[config.mk]
export PLATFORM = sky130hd
export DESIGN_NAME = tad_word_stream_tokenizer_top_flat
export DESIGN_NICKNAME = d
export VERILOG_FILES = /design/src/rtl/core/tad_wst_pkg.sv /design/src/rtl/core/tad_wst_if.sv /design/src/rtl/core/tad_wst_ingress.sv /design/src/rtl/core/tad_wst_parse.sv /design/src/rtl/core/tad_word_stream_tokenizer_top.sv /design/src/flat_wrapper.sv
export VERILOG_INCLUDE_DIRS = /design/src /design/src/rtl/core
export SDC_FILE = /design/constraint.sdc
export NUM_CORES = 1
export LEC_CHECK = 0
export BUFFER_PORTS_ARGS = -buffer_cell sky130_fd_sc_hd__clkbuf_2
export CORE_AREA = 2 2 187 143
export CTS_CLUSTER_SIZE = 30
export DETAILED_ROUTE_END_ITERATION = 16
export DIE_AREA = 0 0 189 145
export SYNTH_ARGS = -nofsm -noshare
export SYNTH_HDL_FRONTEND = slang
export SYNTH_SLANG_ARGS = --single-unit
[constraint.sdc]
create_clock -name clock -period 4.4 [get_ports clock]
set_input_delay 0 -clock clock [delete_from_list [all_inputs] [get_ports clock]]
set_output_delay 0 -clock clock [all_outputs]
set_load 0.02 [all_outputs]
[src/rtl/core/tad_word_stream_tokenizer_top_assert.svh]
// Assertion macros used by the tokenizer parser RTL.
`ifndef TAD_WORD_STREAM_TOKENIZER_TOP_ASSERT_SVH
`define TAD_WORD_STREAM_TOKENIZER_TOP_ASSERT_SVH

// Same-cycle implication, sampled on the rising clock, off during reset.
`define TAD_ASSERT_NOW(label, ante, cons, msg) \
   label: assert property (@(posedge clock) disable iff (reset) (ante) |-> (cons)) \
      else $error(msg);

// Next-cycle implication, sampled on the rising clock, off during reset.
`define TAD_ASSERT_NEXT(label, ante, cons, msg) \
   label: assert property (@(posedge clock) disable iff (reset) (ante) |=> (cons)) \
      else $error(msg);

`endif

[src/rtl/core/tad_wst_pkg.sv]
// Shared types and constants of the word stream tokenizer.
`timescale 1ns / 1ps

package tad_wst_pkg;

   // Result kinds
   localparam logic [2:0] KIND_CHAR        = 3'd0;
   localparam logic [2:0] KIND_HEADER      = 3'd1;
   localparam logic [2:0] KIND_LENGTH_PART = 3'd2;
   localparam logic [2:0] KIND_LENGTH_DONE = 3'd3;
   localparam logic [2:0] KIND_PAYLOAD     = 3'd4;

   // Word codes
   localparam logic [15:0] HEADER_MASK   = 16'hFF80;
   localparam logic [15:0] LONG_LENGTH   = 16'hFFFF;
   localparam logic [31:0] CHAR_SIZE     = 32'd2;

   typedef struct packed {
      logic [15:0] text_word;
      logic        final_word;
   } req_payload_type;

   typedef struct packed {
      logic [2:0]  kind;
      logic [15:0] code;
      logic [7:0]  segment_id;
      logic [31:0] segment_size;
      logic        segment_done;
      logic        truncated;
   } rsp_payload_type;

   // Input register contents handed to the parser
   typedef struct packed {
      logic            valid;
      req_payload_type payload;
   } stage_type;

endpackage

[src/rtl/core/tad_wst_if.sv]
// Valid/ready channel interfaces for words in and results out.
`timescale 1ns / 1ps

interface tad_wst_req_if;
   import tad_wst_pkg::*;

   logic            valid;
   logic            ready;
   req_payload_type payload;

   modport source (output valid, output payload, input ready);
   modport sink (input valid, input payload, output ready);
endinterface

interface tad_wst_rsp_if;
   import tad_wst_pkg::*;

   logic            valid;
   logic            ready;
   rsp_payload_type payload;

   modport source (output valid, output payload, input ready);
   modport sink (input valid, input payload, output ready);
endinterface

[src/rtl/core/tad_wst_ingress.sv]
// Input register stage of the tokenizer.
`timescale 1ns / 1ps

module tad_wst_ingress (
   input  logic                  clock,
   input  logic                  reset,
   input  logic                  in_valid,
   output logic                  in_ready,
   input  tad_wst_pkg::req_payload_type in_payload,
   output tad_wst_pkg::stage_type stage,
   input  logic                  stage_take
);
   import tad_wst_pkg::*;

   logic            valid_ff;
   logic            valid_in;
   req_payload_type payload_ff;

   // Accept when empty or when the held word moves on this cycle
   assign in_ready = !valid_ff || stage_take;
   assign valid_in = in_ready ? in_valid : valid_ff;

   // Hold the word until the parser takes it
   always_ff @(posedge clock) begin
      if (reset) begin
         valid_ff <= 1'b0;
      end else begin
         valid_ff <= valid_in;
      end
      if (in_ready && in_valid) begin
         payload_ff <= in_payload;
      end
   end

   assign stage.valid   = valid_ff;
   assign stage.payload = payload_ff;

endmodule

[src/rtl/core/tad_wst_parse.sv]
// Segment parser state and result register of the tokenizer.
`timescale 1ns / 1ps

module tad_wst_parse (
   input  logic                  clock,
   input  logic                  reset,
   input  tad_wst_pkg::stage_type stage,
   output logic                  stage_take,
   output logic                  out_valid,
   input  logic                  out_ready,
   output tad_wst_pkg::rsp_payload_type out_payload
);
   import tad_wst_pkg::*;

   typedef enum logic [2:0] {
      PH_IDLE,
      PH_LEN,
      PH_LLO,
      PH_LHI,
      PH_PAY
   } phase_type;

   phase_type       phase_ff, phase_in;
   logic [30:0]     payload_left_ff, payload_left_in;
   logic [15:0]     long_low_ff, long_low_in;
   logic [7:0]      current_id_ff, current_id_in;
   logic [31:0]     seg_length_ff, seg_length_in;
   logic            rsp_valid_ff;
   rsp_payload_type rsp_payload_ff, rsp_payload_in;
   logic            out_free;
   logic            advance;
   logic [15:0]     word;
   logic [31:0]     begin_len;

   assign word     = stage.payload.text_word;
   assign out_free = !rsp_valid_ff || out_ready;
   assign advance  = stage.valid && out_free;
   assign stage_take = advance;

   // Pick the byte length that a completing length word delivers
   assign begin_len = (phase_ff == PH_LHI) ? {word, long_low_ff} : {16'd0, word};

   // Decode one word against the current phase
   always_comb begin
      phase_in        = phase_ff;
      payload_left_in = payload_left_ff;
      long_low_in     = long_low_ff;
      current_id_in   = current_id_ff;
      seg_length_in   = seg_length_ff;
      rsp_payload_in  = '0;
      rsp_payload_in.code = word;

      unique case (phase_ff)
         PH_LEN, PH_LHI: begin
            rsp_payload_in.segment_id = current_id_ff;
            if (phase_ff == PH_LEN && word == LONG_LENGTH) begin
               rsp_payload_in.kind = KIND_LENGTH_PART;
               phase_in = PH_LLO;
            end else begin
               rsp_payload_in.kind         = KIND_LENGTH_DONE;
               rsp_payload_in.segment_size = begin_len;
               seg_length_in   = begin_len;
               payload_left_in = begin_len[31:1];
               if (begin_len[31:1] == 31'd0) begin
                  rsp_payload_in.segment_done = 1'b1;
                  phase_in = PH_IDLE;
               end else begin
                  phase_in = PH_PAY;
               end
            end
         end
         PH_LLO: begin
            rsp_payload_in.segment_id = current_id_ff;
            rsp_payload_in.kind       = KIND_LENGTH_PART;
            long_low_in = word;
            phase_in    = PH_LHI;
         end
         PH_PAY: begin
            rsp_payload_in.segment_id   = current_id_ff;
            rsp_payload_in.kind         = KIND_PAYLOAD;
            rsp_payload_in.segment_size = seg_length_ff;
            payload_left_in = payload_left_ff - 31'd1;
            if (payload_left_ff == 31'd1) begin
               rsp_payload_in.segment_done = 1'b1;
               phase_in = PH_IDLE;
            end
         end
         default: begin
            if ((word & HEADER_MASK) == HEADER_MASK) begin
               rsp_payload_in.kind       = KIND_HEADER;
               rsp_payload_in.segment_id = word[7:0];
               current_id_in = word[7:0];
               seg_length_in = 32'd0;
               phase_in      = PH_LEN;
            end else begin
               rsp_payload_in.kind         = KIND_CHAR;
               rsp_payload_in.segment_size = CHAR_SIZE;
               rsp_payload_in.segment_done = 1'b1;
               phase_in = PH_IDLE;
            end
         end
      endcase

      // Close the stream on the final word; flag an unfinished segment
      if (stage.payload.final_word) begin
         rsp_payload_in.truncated = (phase_in != PH_IDLE);
         phase_in        = PH_IDLE;
         payload_left_in = 31'd0;
      end
   end

   // Advance state and load the result on each transaction
   always_ff @(posedge clock) begin
      if (reset) begin
         phase_ff        <= PH_IDLE;
         payload_left_ff <= 31'd0;
         long_low_ff     <= 16'd0;
         current_id_ff   <= 8'd0;
         seg_length_ff   <= 32'd0;
         rsp_valid_ff    <= 1'b0;
      end else begin
         if (advance) begin
            phase_ff        <= phase_in;
            payload_left_ff <= payload_left_in;
            long_low_ff     <= long_low_in;
            current_id_ff   <= current_id_in;
            seg_length_ff   <= seg_length_in;
         end
         if (out_free) begin
            rsp_valid_ff <= stage.valid;
         end
      end
      if (advance) begin
         rsp_payload_ff <= rsp_payload_in;
      end
   end

   assign out_valid   = rsp_valid_ff;
   assign out_payload = rsp_payload_ff;

`include "tad_word_stream_tokenizer_top_assert.svh"

   `TAD_ASSERT_NOW(a_count_only_in_payload, phase_ff != PH_PAY, payload_left_ff == 31'd0,
      "payload count nonzero outside payload phase")
   `TAD_ASSERT_NOW(a_payload_count_live, phase_ff == PH_PAY, payload_left_ff != 31'd0,
      "payload phase with no words left")
   `TAD_ASSERT_NEXT(a_final_returns_idle, advance && stage.payload.final_word,
      phase_ff == PH_IDLE && rsp_valid_ff, "final word did not end the stream")
   `TAD_ASSERT_NEXT(a_stall_holds_phase, !advance, $stable(phase_ff),
      "phase moved without a transaction")

endmodule

[src/rtl/core/tad_word_stream_tokenizer_top.sv]
// Top level of the word stream tokenizer.
`timescale 1ns / 1ps
//
// Usage:
//   req_stream carries one 16-bit text word per transaction plus a flag for
//   the last word of the text. rsp_stream returns exactly one result per word:
//   kind, the echoed word, segment id, byte size, done and truncated flags.
//   Words are split into characters and segments (header, length words,
//   payload words); a 0xFFFF length is followed by a 32-bit length, low first.
// Pipeline and throughput:
//   An accepted word is held in the input register until the parser takes
//   it; the parser logic then loads its result into the result register.
//   One word per cycle is sustained while rsp_stream.ready stays high; the
//   rate is set by the parser, which decodes each word as one transaction.
// Reset:
//   Synchronous, active high; clears both registers' valid bits and returns
//   the parser to expect a header or character.
// Stall:
//   While rsp_stream.ready is low the result holds, the input register still
//   fills, and req_stream.ready drops once both stages are full.
//
module tad_word_stream_tokenizer_top (
   input  logic           clock,
   input  logic           reset,
   tad_wst_req_if.sink    req_stream,
   tad_wst_rsp_if.source  rsp_stream
);
   import tad_wst_pkg::*;

   stage_type stage;
   logic      stage_take;

   // Register the incoming word
   tad_wst_ingress u_ingress (
      .clock      (clock),
      .reset      (reset),
      .in_valid   (req_stream.valid),
      .in_ready   (req_stream.ready),
      .in_payload (req_stream.payload),
      .stage      (stage),
      .stage_take (stage_take)
   );

   // Parse and register the result
   tad_wst_parse u_parse (
      .clock       (clock),
      .reset       (reset),
      .stage       (stage),
      .stage_take  (stage_take),
      .out_valid   (rsp_stream.valid),
      .out_ready   (rsp_stream.ready),
      .out_payload (rsp_stream.payload)
   );

endmodule
[src/flat_wrapper.sv]
// flat-port wrapper written by rule: the top's interface ports become plain ports
module tad_word_stream_tokenizer_top_flat import tad_wst_pkg::*;
  (clock, reset, req_stream_valid, req_stream_payload, req_stream_ready, rsp_stream_valid, rsp_stream_payload, rsp_stream_ready);
  tad_wst_req_if req_stream_i ();
  tad_wst_rsp_if rsp_stream_i ();
  input  logic clock;
  input  logic reset;
  input wire logic [$bits(req_stream_i.valid)-1:0] req_stream_valid;
  input wire logic [$bits(req_stream_i.payload)-1:0] req_stream_payload;
  output wire logic [$bits(req_stream_i.ready)-1:0] req_stream_ready;
  output wire logic [$bits(rsp_stream_i.valid)-1:0] rsp_stream_valid;
  output wire logic [$bits(rsp_stream_i.payload)-1:0] rsp_stream_payload;
  input wire logic [$bits(rsp_stream_i.ready)-1:0] rsp_stream_ready;
  assign req_stream_i.valid = req_stream_valid;
  assign req_stream_i.payload = req_stream_payload;
  assign req_stream_ready = req_stream_i.ready;
  assign rsp_stream_valid = rsp_stream_i.valid;
  assign rsp_stream_payload = rsp_stream_i.payload;
  assign rsp_stream_i.ready = rsp_stream_ready;
  tad_word_stream_tokenizer_top u_core (.clock(clock), .reset(reset), .req_stream(req_stream_i), .rsp_stream(rsp_stream_i));
endmodule
# After elaboration in Yosys (flattened, before gate mapping)

Cells that the tools add are included.
W data, S select, Z words.

RAM bits: 0
Memory bits (read-only): 0
Flip-flop bits (word level): 170
Output and inout port bits: 63
Memories kept: 0
Logic and storage cells: 67
Latch bits: 0

Magnitude comparators: 0
$mul: 0
Equality and inequality tests: 9
Div/mod/pow operators: 0
Bitwise gates (word level): 2
Reductions and logical operators: 18
Add/subtract/negate cells: 1
Multiplexer cells: 22
Shift-type cells: 0

Operator list:

| cell                    | number |
|---|---|
| $pmux W33 S3            | 1 |
| $mux W32                | 3 |
| $pmux W32 S2            | 1 |
| $mux W31                | 2 |
| $pmux W31 S2            | 1 |
| $mux W33                | 1 |
| $eq A31 B1 Y1 const B   | 1 |
| $logic_not A31 Y1       | 1 |
| $sub A31 B1 Y31 const B | 1 |
| $pmux W3 S3             | 2 |
| $eq A16 B16 Y1 const B  | 1 |
| $mux W8                 | 2 |
| $mux W3                 | 5 |
| $eq A9 B9 Y1 const B    | 1 |
| $eq A3 B2 Y1 const B    | 2 |
| $reduce_and A3 Y1       | 2 |
| $reduce_bool A3 Y1      | 2 |
| $mux W1                 | 4 |
| $reduce_and A4 Y1       | 1 |
| $reduce_or A2 Y1        | 2 |
| $reduce_or A4 Y1        | 1 |
| $eq A3 B1 Y1 const B    | 1 |
| $eq A3 B3 Y1 const B    | 1 |
| $logic_and A1 B1 Y1     | 3 |
| other kinds (7)         | 10 |

# Longest topological paths before layout

Gate-level depths: netlist (run 1).

Depth in word-level cells: 7
Gate-level depth with buffers: 10
Gate-level depth less buffers: 7

# Hierarchy

Synthesis (run 1) repeated with hierarchy kept, for this count alone.

Cells, all modules: 741
Area, all modules: 7588.5 µm²

By module, submodules not included:

| module          | area an instance (µm²) | cells each | instances | seq. area each (µm²) |
|---|---|---|---|---|
| tad_wst_parse   | 7015.5                 | 718        | 1         | 3653.5 |
| tad_wst_ingress | 573.0                  | 23         | 1         | 530.5 |

# Worst setup path before layout (run 1)

OpenSTA, ideal clock, no wires.

Kind: register to register
Start: register u_core.u_parse.rsp_valid_ff, in the netlist u_core.u_parse.out_valid
End: register u_core.u_parse.rsp_payload_ff, in the netlist u_core.u_parse.out_payload[0] (enable)
Period minus slack after synthesis: 3.134 ns
Slack: 1.266 ns
Arrival: 2.684 ns
Cell stages (with the launch flop): 5
Buffers on the path: 1
Path through: dfxtp_1 nand2b_1 nand2_4 inv_2 clkbuf_1

Word-level cells in the longest chain between the ends: 3

RTL lines:

| element                | RTL line                            | text |
|---|---|---|
| start, declared        | tad_wst_parse.sv:28                 | `logic rsp_valid_ff;` |
| start signal, assigned | tad_wst_parse.sv:130                | `rsp_valid_ff <= stage.valid;` |
| $logic_not A1 Y1       | tad_wst_parse.sv:36                 | `assign out_free = !rsp_valid_ff \|\| out_ready;` |
| $logic_or A1 B1 Y1     | tad_wst_parse.sv:36                 |  |
| $logic_and A1 B1 Y1    | tad_wst_parse.sv:37                 | `assign advance = stage.valid && out_free;` |
| via u_core.stage_take  | tad_word_stream_tokenizer_top.sv:31 | `logic stage_take;` |
| end signal, assigned   | tad_wst_parse.sv:134                | `rsp_payload_ff <= rsp_payload_in;` |
| end, declared          | tad_wst_parse.sv:29                 | `rsp_payload_type rsp_payload_ff, rsp_payload_in;` |

The timed path passes the listed nets, and every way through them passes these cells.
A chain may end at the register's enable or synchronous reset.

# Worst setup path after layout (run 1)

Start: register u_core.u_parse.phase_ff[1]
End: register u_core.u_parse.payload_left_ff[24]

Word-level cells in the longest chain between the ends: 5
Elaborated cells on any way between the ends: 12
Classes of those cells: eq/ne (4); mux (4); reduce/logical (4)

RTL lines:

| element                | RTL line                                 | text |
|---|---|---|
| start, declared        | tad_wst_parse.sv:23                      | `phase_type phase_ff, phase_in;` |
| start signal, assigned | tad_wst_parse.sv:123                     | `phase_ff <= phase_in;` |
| $eq A3 B2 Y1           | tad_wst_parse.sv:41, tad_wst_parse.sv:53 |  |
| $mux W32               | tad_wst_parse.sv:41                      | `assign begin_len = (phase_ff == PH_LHI) ? {word, long_low_ff} : {16'd0, word};` |
| $mux W31               | tad_wst_parse.sv:56                      | `if (phase_ff == PH_LEN && word == LONG_LENGTH) begin` |
| $pmux W31 S2           | tad_wst_parse.sv:53                      | `unique case (phase_ff)` |
| $mux W31               | tad_wst_parse.sv:105                     | `if (stage.payload.final_word) begin` |
| end signal, assigned   | tad_wst_parse.sv:124                     | `payload_left_ff <= payload_left_in;` |
| end, declared          | tad_wst_parse.sv:24                      | `logic [30:0] payload_left_ff, payload_left_in;` |

Parallel ways exist; a longest one is shown, timed or not. The select of a mux whose other input is x is not followed.

==> impl_metrics.yaml, run 1 <==
outcome:
  outcome: "finished, final reports clean"
sta:
  drv_slew: 0
  fin_crit_sh: 0.756
  max_clock_freq_ghz: 0.301
  hold_viol_final: 0
  tightest_slew_ns: 1.08
  rsz0062_at_grt: "false"
  setup_tns_ns: 0
  slew-limit-headroom: 0.281
  setup_viol: 0
  skew_ns: 0.0103
  fin_crit_ns: 3.33
  holdWs_ns: 0.124
cts:
  cts_root_buf: "clkbuf_16"
  cts.clk_slew.worst_paths_ns: 0.07
  cts.sinks: 170
  cts_hold_buffers: 19
  clk_path_buf_depth: 2
  tritoncts: "built"
  numCtsBuffers: 17
  postCtsSetupRepairBufs: 0
  cts_resized: 0
  h-tree-depth: 4
  clkLatencyLatePin_ns: 0.43
job:
  maxCapViolCount: 0
die:
  die_height_um: 145
  core-area_um2: 25600
  initial_core_util: 0.297
  rows: 51
  ios: 84
  die_area_um2: 27400
  die_w_um: 189
min_path:
  hold_depth: 3
  min_path_type: "in -> reg"
logic_synthesis:
  yosysTopAreaCellShare: 0.309
  synth_top_family_by_area: "compound AO/OA/AOI/OAI gates"
  ys_seq_elements: 170
  synthCells: 748
  synth_edf_count: 78
  synthArstFlopShare: 0
  avgSynthCellArea_um2: 10.1
  yosys.area_share.simple: 0.170
  synth-xor-area-share: 0.00577
  synthTopCellsByCount: "dfxtp_1, edfxtp_1, nand2_1, a21oi_1, o21ai_1"
  synth_most_common_cell: "dfxtp_1"
  syn_nets: 771
  synth_mux_area_frac: 0.0452
  synth_cell_type_count: 71
  synthFlopType: "dfxtp_1"
  synth_compound_area_frac: 0.183
  synth_top_cell_by_area: "edfxtp_1"
  seq_area_frac_synth: 0.551
  yosys_warnings: 0
  synthAdderAreaFrac: 0.00330
  yosys-top-cells-area: "edfxtp_1, dfxtp_1, mux2i_1"
  syn_area_um2: 7590
routing:
  detail_route.wl_per_cell_um: 19.0
  vias_per_cell: 5.39
  ant_nets: 0
  drt_iter0_drc: 626
  vias: 6381
  routed_wl_um: 22500
  remaining_drc_errors: 0
  drtPass1Iterations: 6
placement:
  place.gp.congestion: 0.901
  hpwl_um: 14800
  numPortBuffers: 83
global_route:
  grt.overflow.total: 0
  grt_pass1_wl_um: 35200
  grt_usage: 0.165
  antenna_found_initial: 0
  grt_max_degree: 84
  grt_pass1_vias: 5944
critical_path:
  critical_path_class: "reg -> reg"
  crit_path_start_kind: "register"
  worst-path-buf-inv: 2
  worstPathRequired_ns: 4.78
  cp.depth: 7
  critical_path_arrival_ns: 3.70
  max_stage_delay_ns: 0.76
  end_kind: "register"
  cp_cell_sequence: "or3b_1 -> inv_2 -> buf_4 -> nand4_1 -> nor4_1 -> a31o_1 -> a21o_1"
  critPathMaxFanout: 64
  r2r_cells: 7
  crit_family: "simple AND/OR/NAND/NOR gates"
  crit_path_top_delay_cell: "or3b_1"
finish:
  nets: 849
  diodes: 0
  area_delta_synth_final_pct: 19.4
  drive_above_1_share: 0.180
pwr:
  p_leak_nw: 3.29
  peakVddDrop_uv: 264
  power.density_nw_per_um2: 378
==> placed cells by master, fill, tap and decap left out, types with 3 or more instances in the layout <==
master,instances
a211oi_1,3
a21o_1,6
a21oi_1,60
a22o_1,23
a31oi_1,5
a32o_1,6
a32oi_1,8
and2_1,3
buf_4,19
clkbuf_16,17
clkbuf_2,83
clkinvlp_4,4
dfxtp_1,92
dlygate4sd3_1,19
edfxtp_1,78
inv_1,8
inv_6,3
inv_8,4
mux2i_1,32
nand2_1,78
nand2b_1,5
nand3_1,25
nand4_1,24
nor2_1,41
nor3_1,15
nor4_1,16
o211ai_1,3
o21ai_0,16
o21ai_1,45
o22ai_1,8
o2bb2ai_1,3
o31ai_1,6
o32ai_1,3
o41ai_1,3
or3_1,18
or4_1,3
xnor2_1,3
==> sequential cells by signal, indices dropped and copies added, names as in the netlist, 3 cells and up <==
register                        count
u_core.u_ingress.stage             17
u_core.u_parse.current_id_ff        8
u_core.u_parse.long_low_ff         16
u_core.u_parse.out_payload         61
u_core.u_parse.payload_left_ff     31
u_core.u_parse.phase_ff             3
u_core.u_parse.seg_length_ff       32
==> layer usage <==
metal / share of wire / track usage
met1: 0.47 / 0.244
met2: 0.43 / 0.235
met3: 0.092 / 0.0421
met4: 0.015 / 0.0500
met5: 0 / 0
==> cells by family after synthesis <==
family | Yosys count
and+or+nand+nor | 252
DFF | 170
AOI/OAI and AO/OA | 213
buffers and inverters | 72
muxes | 34
xor gates and xnor gates | 5
adders and majority gates | 2
==> metrics by stage <==
stage,std cells,power [mW],util,instance area (um^2),worst slack (ns)
4_1_cts,1183,3.44,0.354,9060,1.14
3_5_place_dp,1132,2.01,0.325,8310,1.16
3_3_place_gp,1132,2.01,0.325,8310,1.21
2_1_floorplan,748,1.90,-,7590,1.27
5_1_grt,1183,3.53,0.354,9060,0.802
6_report,1183,3.42,0.354,9060,1.07
==> report_power, final <==
group | internal, mW | total (mW) | switching, mW
registers | 1.69 | 1.72 | 0.0330
logic | 0.0779 | 0.264 | 0.186
clock network | 0.747 | 1.44 | 0.690
total | 2.52 | 3.42 | 0.909
==> final timing paths <==
path                                                 startpoint                            endpoint  slack, ns
worst max-delay path                 u_core.u_parse.phase_ff[1]  u_core.u_parse.payload_left_ff[24]       1.07
worst min-delay path                                      reset   u_core.u_parse.payload_left_ff[2]       0.12
worst max register to register       u_core.u_parse.phase_ff[1]  u_core.u_parse.payload_left_ff[24]       1.07
worst min register to register  u_core.u_parse.current_id_ff[5]     u_core.u_parse.current_id_ff[5]       0.46
==> worst register-to-register path: cells and delay by family, from the launching register on <==
kind / cells / cell delay, ns
AND/OR/NAND/NOR: 3 / 1.70
buffers and inverters: 2 / 0.76
flip-flops: 1 / 0.59
AO/OA/AOI/OAI: 2 / 0.23
==> layout make-up <==
type | count | area [um^2]
clock buffer | 18 | 429
clock inverter | 14 | 131
fill | 2573 | 16500
inverter | 10 | 37.5
multi-input combinational | 506 | 3100
sequential | 170 | 4180
tap | 344 | 430
timing repair buffer | 121 | 748
Power figures use the tool's default switching activity.
==> run 2: changes to the inputs <==
- clock period: 4.4 -> 2.7 ns (I/O delays scaled with it)
==> run 2 against run 1 <==
Effect of this change: clock power increased by 67%; global-route usage up 0.72 points; routed wire length up 2.4%; register-to-register slack got worse by 0.78 ns; worst setup slack worse by 0.78 ns; highest routed layer unchanged; total power increased by 66%; cell count increased by 2.9%; non-clock buffer count up 34; sequential share of layout area shrank 1.4 points; first-iteration DRC count rose by 16%; sequential cell count unchanged; sequential power grew 62%.
==> impl_metrics.yaml, run 2 (synthesized netlist as in run 1, its figures left out) <==
outcome:
  outcome: "finished, final reports clean"
min_path:
  min_path_type: "in -> reg"
  hp-start: "rsp_stream_ready"
cts:
  clkLatencyLatePin_ns: 0.45
  tritoncts: "built"
  cts.sinks: 170
  postCtsSetupRepairBufs: 0
  cts_root_buf: "clkbuf_16"
  h-tree-depth: 4
  numCtsBuffers: 17
  cts.clk_slew.worst_paths_ns: 0.07
  clk_path_buf_depth: 2
finish:
  largest_reg_flops: 61
  fillerInstances: 2560
  multi_input_area_um2: 3100
  diodes: 0
  final_cell_mix: "dfxtp_1, clkbuf_2, nand2_1, edfxtp_1, a21oi_1"
  drive_above_1_share: 0.213
  nets: 883
  finish.utilization: 0.365
  seqCellArea_um2: 4180
  mostFrequentLayoutCell: "dfxtp_1"
  layoutNonFillerInstCount: 1217
  fin_area_um2: 9350
  area_delta_synth_final_pct: 23.2
routing:
  remaining_drc_errors: 0
  detail_route.wl_per_cell_um: 19.0
  routed_wl_um: 23100
  drt_iter0_drc: 727
  ant_nets: 0
  vias: 6496
  vias_per_cell: 5.34
  drtPass1Iterations: 6
pwr:
  switching_share: 0.271
  p_clk_frac: 0.423
  p_seq_frac: 0.492
  peakVddDrop_uv: 417
  p_sw_mw: 1.53
  p_leak_nw: 3.48
  internal_power_mw: 4.14
  p_total_mw: 5.67
  power.density_nw_per_um2: 607
  pwr-share-comb: 0.085
placement:
  dp.cells: 1166
  placed_area_um2: 8580
  dp_slack_ns: 0.357
  hpwl_um: 15400
  place.gp.congestion: 0.903
  numPortBuffers: 83
sta:
  max_clock_freq_ghz: 0.415
  holdWs_ns: 0.133
  drv_slew: 0
  fin_crit_sh: 0.892
  fin_crit_ns: 2.41
  setup_viol: 0
  slew-limit-headroom: 0.391
  tightest_slew_ns: 0.890
  hold_viol_final: 0
  fin_ws_ns: 0.292
  setup_tns_ns: 0
  rsz0062_at_grt: "false"
  skew_ns: 0.0124
critical_path:
  r2r_slack_ns: 0.29
  critPathMaxFanout: 14
  critical_path_class: "reg -> reg"
  cp-startpoint: "u_core.u_parse.phase_ff[0]"
  r2r_cells: 7
  rr_endpoint: "u_core.u_parse.payload_left_ff[21]"
  critical_path_arrival_ns: 2.74
  worstReg2RegStart: "u_core.u_parse.phase_ff[0]"
  crit_path_start_kind: "register"
  crit_path_end: "u_core.u_parse.payload_left_ff[21]"
  worstPathRequired_ns: 3.03
  end_kind: "register"
job:
  maxCapViolCount: 0
global_route:
  grt_pass1_wl_um: 36200
  grt.overflow.total: 0
  antenna_found_initial: 0
  grt_usage: 0.172
  grt_pass1_vias: 6195
  grt_max_degree: 75
die:
  ios: 84
  initial_core_util: 0.297
  rows: 51
  die_w_um: 189
  die_area_um2: 27400
  die_height_um: 145
  core-area_um2: 25600
## run 2: repair_timing
item / in CTS / in global routing
hold buffers: 19 / 0
hold endpoints to repair: 18 / 0
gates resized for setup: 0 / 0
## run 2: how the worst min path moves through the flow
stage	to	cells past startpoint	slack, ns
final	u_core.u_parse.out_valid	3	0.13
after floorplan	u_core.u_ingress.stage[0]	0	0.1
after detailed placement	u_core.u_ingress.stage[13]	1	0.18
after global placement	u_core.u_ingress.stage[13]	1	0.18
after CTS	u_core.u_parse.out_valid	3	0.13
after global routing	u_core.u_parse.out_valid	3	0.15
## run 2: power groups by stage
stage	Clock (mW)	Sequential, mW	Combinational [mW]
4_1_cts	2.44	2.79	0.477
3_5_place_dp	0	2.85	0.453
2_1_floorplan	0	2.90	0.201
6_report	2.40	2.79	0.481
3_3_place_gp	0	2.85	0.454
5_1_grt	2.56	2.80	0.519
## run 2: layout make-up
class / instances / area share
clock inverters: 15 / 0.0163
inverters: 10 / 0.00401
repair buffers: 155 / 0.109
well taps: 344 / 0.0460
multi-input cells: 506 / 0.332
clock buffers: 17 / 0.0455
flip-flops and latches: 170 / 0.447
## run 2: critical path, cell delays in order, from the launching register on
cell and delay (ns):
dfxtp_1 0.59, nand4bb_1 0.20, nor4_1 0.56, buf_4 0.22
a21o_1 0.14, nor3_2 0.04, buf_4 0.21, a311o_1 0.35
## run 2: per-layer routing
| layer | vias up | track usage | share of wire |
|---|---|---|---|
| li1 | 3052 | - | - |
| met1 | 3110 | 0.250 | 0.47 |
| met2 | 301 | 0.234 | 0.42 |
| met3 | 33 | 0.0566 | 0.098 |
| met4 | 0 | 0.0641 | 0.019 |
| met5 | - | 0 | 0 |
==> run 3: changes to the inputs <==
- ABC_CLOCK_PERIOD_IN_PS: unset -> 2700
- MAX_ROUTING_LAYER: unset -> met4
==> run 3 against run 2 <==
Effect of this change: total power about the same; utilization unchanged; largest cell class unchanged; die area unchanged; clock-buffer cell count unchanged; largest power group unchanged; first-iteration DRC count up 8.0%; maximum frequency down 1.0%; cell count unchanged; combinational power about the same.
==> impl_metrics.yaml, run 3 (synthesized netlist as in run 1, its figures left out) <==
outcome:
  outcome: "finished, final reports clean"
die:
  die_area_um2: 27400
  die_height_um: 145
  die_w_um: 189
  rows: 51
  initial_core_util: 0.297
  ios: 84
  core-area_um2: 25600
pwr:
  p_sw_mw: 1.54
  pwr-share-comb: 0.085
  p_leak_nw: 3.48
  peakVddDrop_uv: 418
  switching_share: 0.271
  p_total_mw: 5.68
  p_clk_frac: 0.424
  p_seq_frac: 0.492
  internal_power_mw: 4.14
  power.density_nw_per_um2: 607
critical_path:
  crit_path_end: "u_core.u_parse.payload_left_ff[21]"
  r2r_slack_ns: 0.27
  critPathMaxFanout: 14
  cp-startpoint: "u_core.u_parse.phase_ff[0]"
  critical_path_class: "reg -> reg"
  end_kind: "register"
  cp_cell_sequence: "nand4bb_1 -> nor4_1 -> buf_4 -> a21o_1 -> nor3_2 -> buf_4 -> a311o_1"
  worstPathRequired_ns: 3.03
  crit_path_top_delay_cell: "dfxtp_1"
  rr_endpoint: "u_core.u_parse.payload_left_ff[21]"
  critical_path_arrival_ns: 2.77
  worstReg2RegStart: "u_core.u_parse.phase_ff[0]"
  max_stage_delay_ns: 0.59
  path_common_cell: "buf_4"
  r2r_cells: 7
  crit_path_start_kind: "register"
placement:
  dp_slack_ns: 0.357
  dp.cells: 1166
  hpwl_um: 15400
  place.gp.congestion: 0.919
  numPortBuffers: 83
  placed_area_um2: 8580
finish:
  largest_reg_flops: 61
  seqCellArea_um2: 4180
  drive_above_1_share: 0.213
  multi_input_area_um2: 3100
  fillerInstances: 2560
  mostFrequentLayoutCell: "dfxtp_1"
  nets: 883
  diodes: 0
  final_cell_mix: "dfxtp_1, clkbuf_2, nand2_1, edfxtp_1, a21oi_1"
  area_delta_synth_final_pct: 23.2
  fin_area_um2: 9350
  layoutNonFillerInstCount: 1217
global_route:
  use_met3: 0.0583
  top_usage_layer: "met1"
  use_met2: 0.231
  grt_usage: 0.178
  grt.overflow.total: 0
  antenna_found_initial: 0
  use_met1: 0.253
  grt_pass1_wl_um: 36300
  grt_max_degree: 75
  grt_pass1_vias: 6182
cts:
  cts_hold_buffers: 19
  clkLatencyLatePin_ns: 0.45
  tritoncts: "built"
  numCtsBuffers: 17
  postCtsSetupRepairBufs: 0
  clk_path_buf_depth: 2
  cts.clk_slew.worst_paths_ns: 0.07
  cts_root_buf: "clkbuf_16"
  cts.sinks: 170
  h-tree-depth: 4
  cts_resized: 0
sta:
  fin_crit_ns: 2.43
  skew_ns: 0.0123
  max_clock_freq_ghz: 0.411
  fin_crit_sh: 0.901
  drv_slew: 0
  setup_tns_ns: 0
  fin_ws_ns: 0.268
  rsz0062_at_grt: "false"
  hold_viol_final: 0
  slew-limit-headroom: 0.429
  setup_viol: 0
  tightest_slew_ns: 0.835
routing:
  routed_wl_um: 23200
  ant_nets: 0
  drtPass1Iterations: 5
  vias: 6519
  detail_route.wl_per_cell_um: 19.1
  vias_per_cell: 5.36
  drt_iter0_drc: 785
  remaining_drc_errors: 0
min_path:
  hold_depth: 3
  min_path_type: "in -> reg"
job:
  maxCapViolCount: 0
[run 3: worst min path at each step]
stage                                 from                         end  slack [ns]
floorplan            req_stream_payload[0]   u_core.u_ingress.stage[0]         0.1
global placement    req_stream_payload[13]  u_core.u_ingress.stage[13]        0.18
detailed placement  req_stream_payload[13]  u_core.u_ingress.stage[13]        0.18
CTS                       rsp_stream_ready    u_core.u_parse.out_valid        0.13
global route              rsp_stream_ready    u_core.u_parse.out_valid        0.15
finish                    rsp_stream_ready    u_core.u_parse.out_valid        0.14
[run 3: per-stage QoR]
stage / utilization / hold slack [ns]
finish: 0.365 / 0.140
detailed placement: 0.335 / 0.179
floorplan: - / 0.0989
global placement: 0.335 / 0.179
global route: 0.365 / 0.153
CTS: 0.365 / 0.127
[run 3: area by class of cell]
type | count | share of cell area
flip-flops and latches | 170 | 0.447
multi-input cells | 506 | 0.332
repair buffers | 155 | 0.109
well taps | 344 | 0.0460
clock buffers | 17 | 0.0455
clock inverters | 15 | 0.0163
inverters | 10 | 0.00401
[run 3: layer usage]
layer,vias to the layer above,part of all wire
li1,3054,-
met1,3138,0.47
met2,289,0.42
met3,38,0.094
met4,0,0.019
met5,-,0
[run 3: worst max-delay path: cells and delay by family, from the launching register on]
family,cells,cell delay (ns)
flops,1,0.59
compound gates,2,0.49
simple gates,3,0.81
buf+inv,2,0.43
[run 3: power by group through the flow]
stage | clock network [mW] | registers [mW] | logic [mW]
floorplan | 0 | 2.90 | 0.201
global placement | 0 | 2.85 | 0.454
detailed placement | 0 | 2.85 | 0.453
CTS | 2.44 | 2.79 | 0.477
global route | 2.57 | 2.80 | 0.518
finish | 2.40 | 2.79 | 0.482
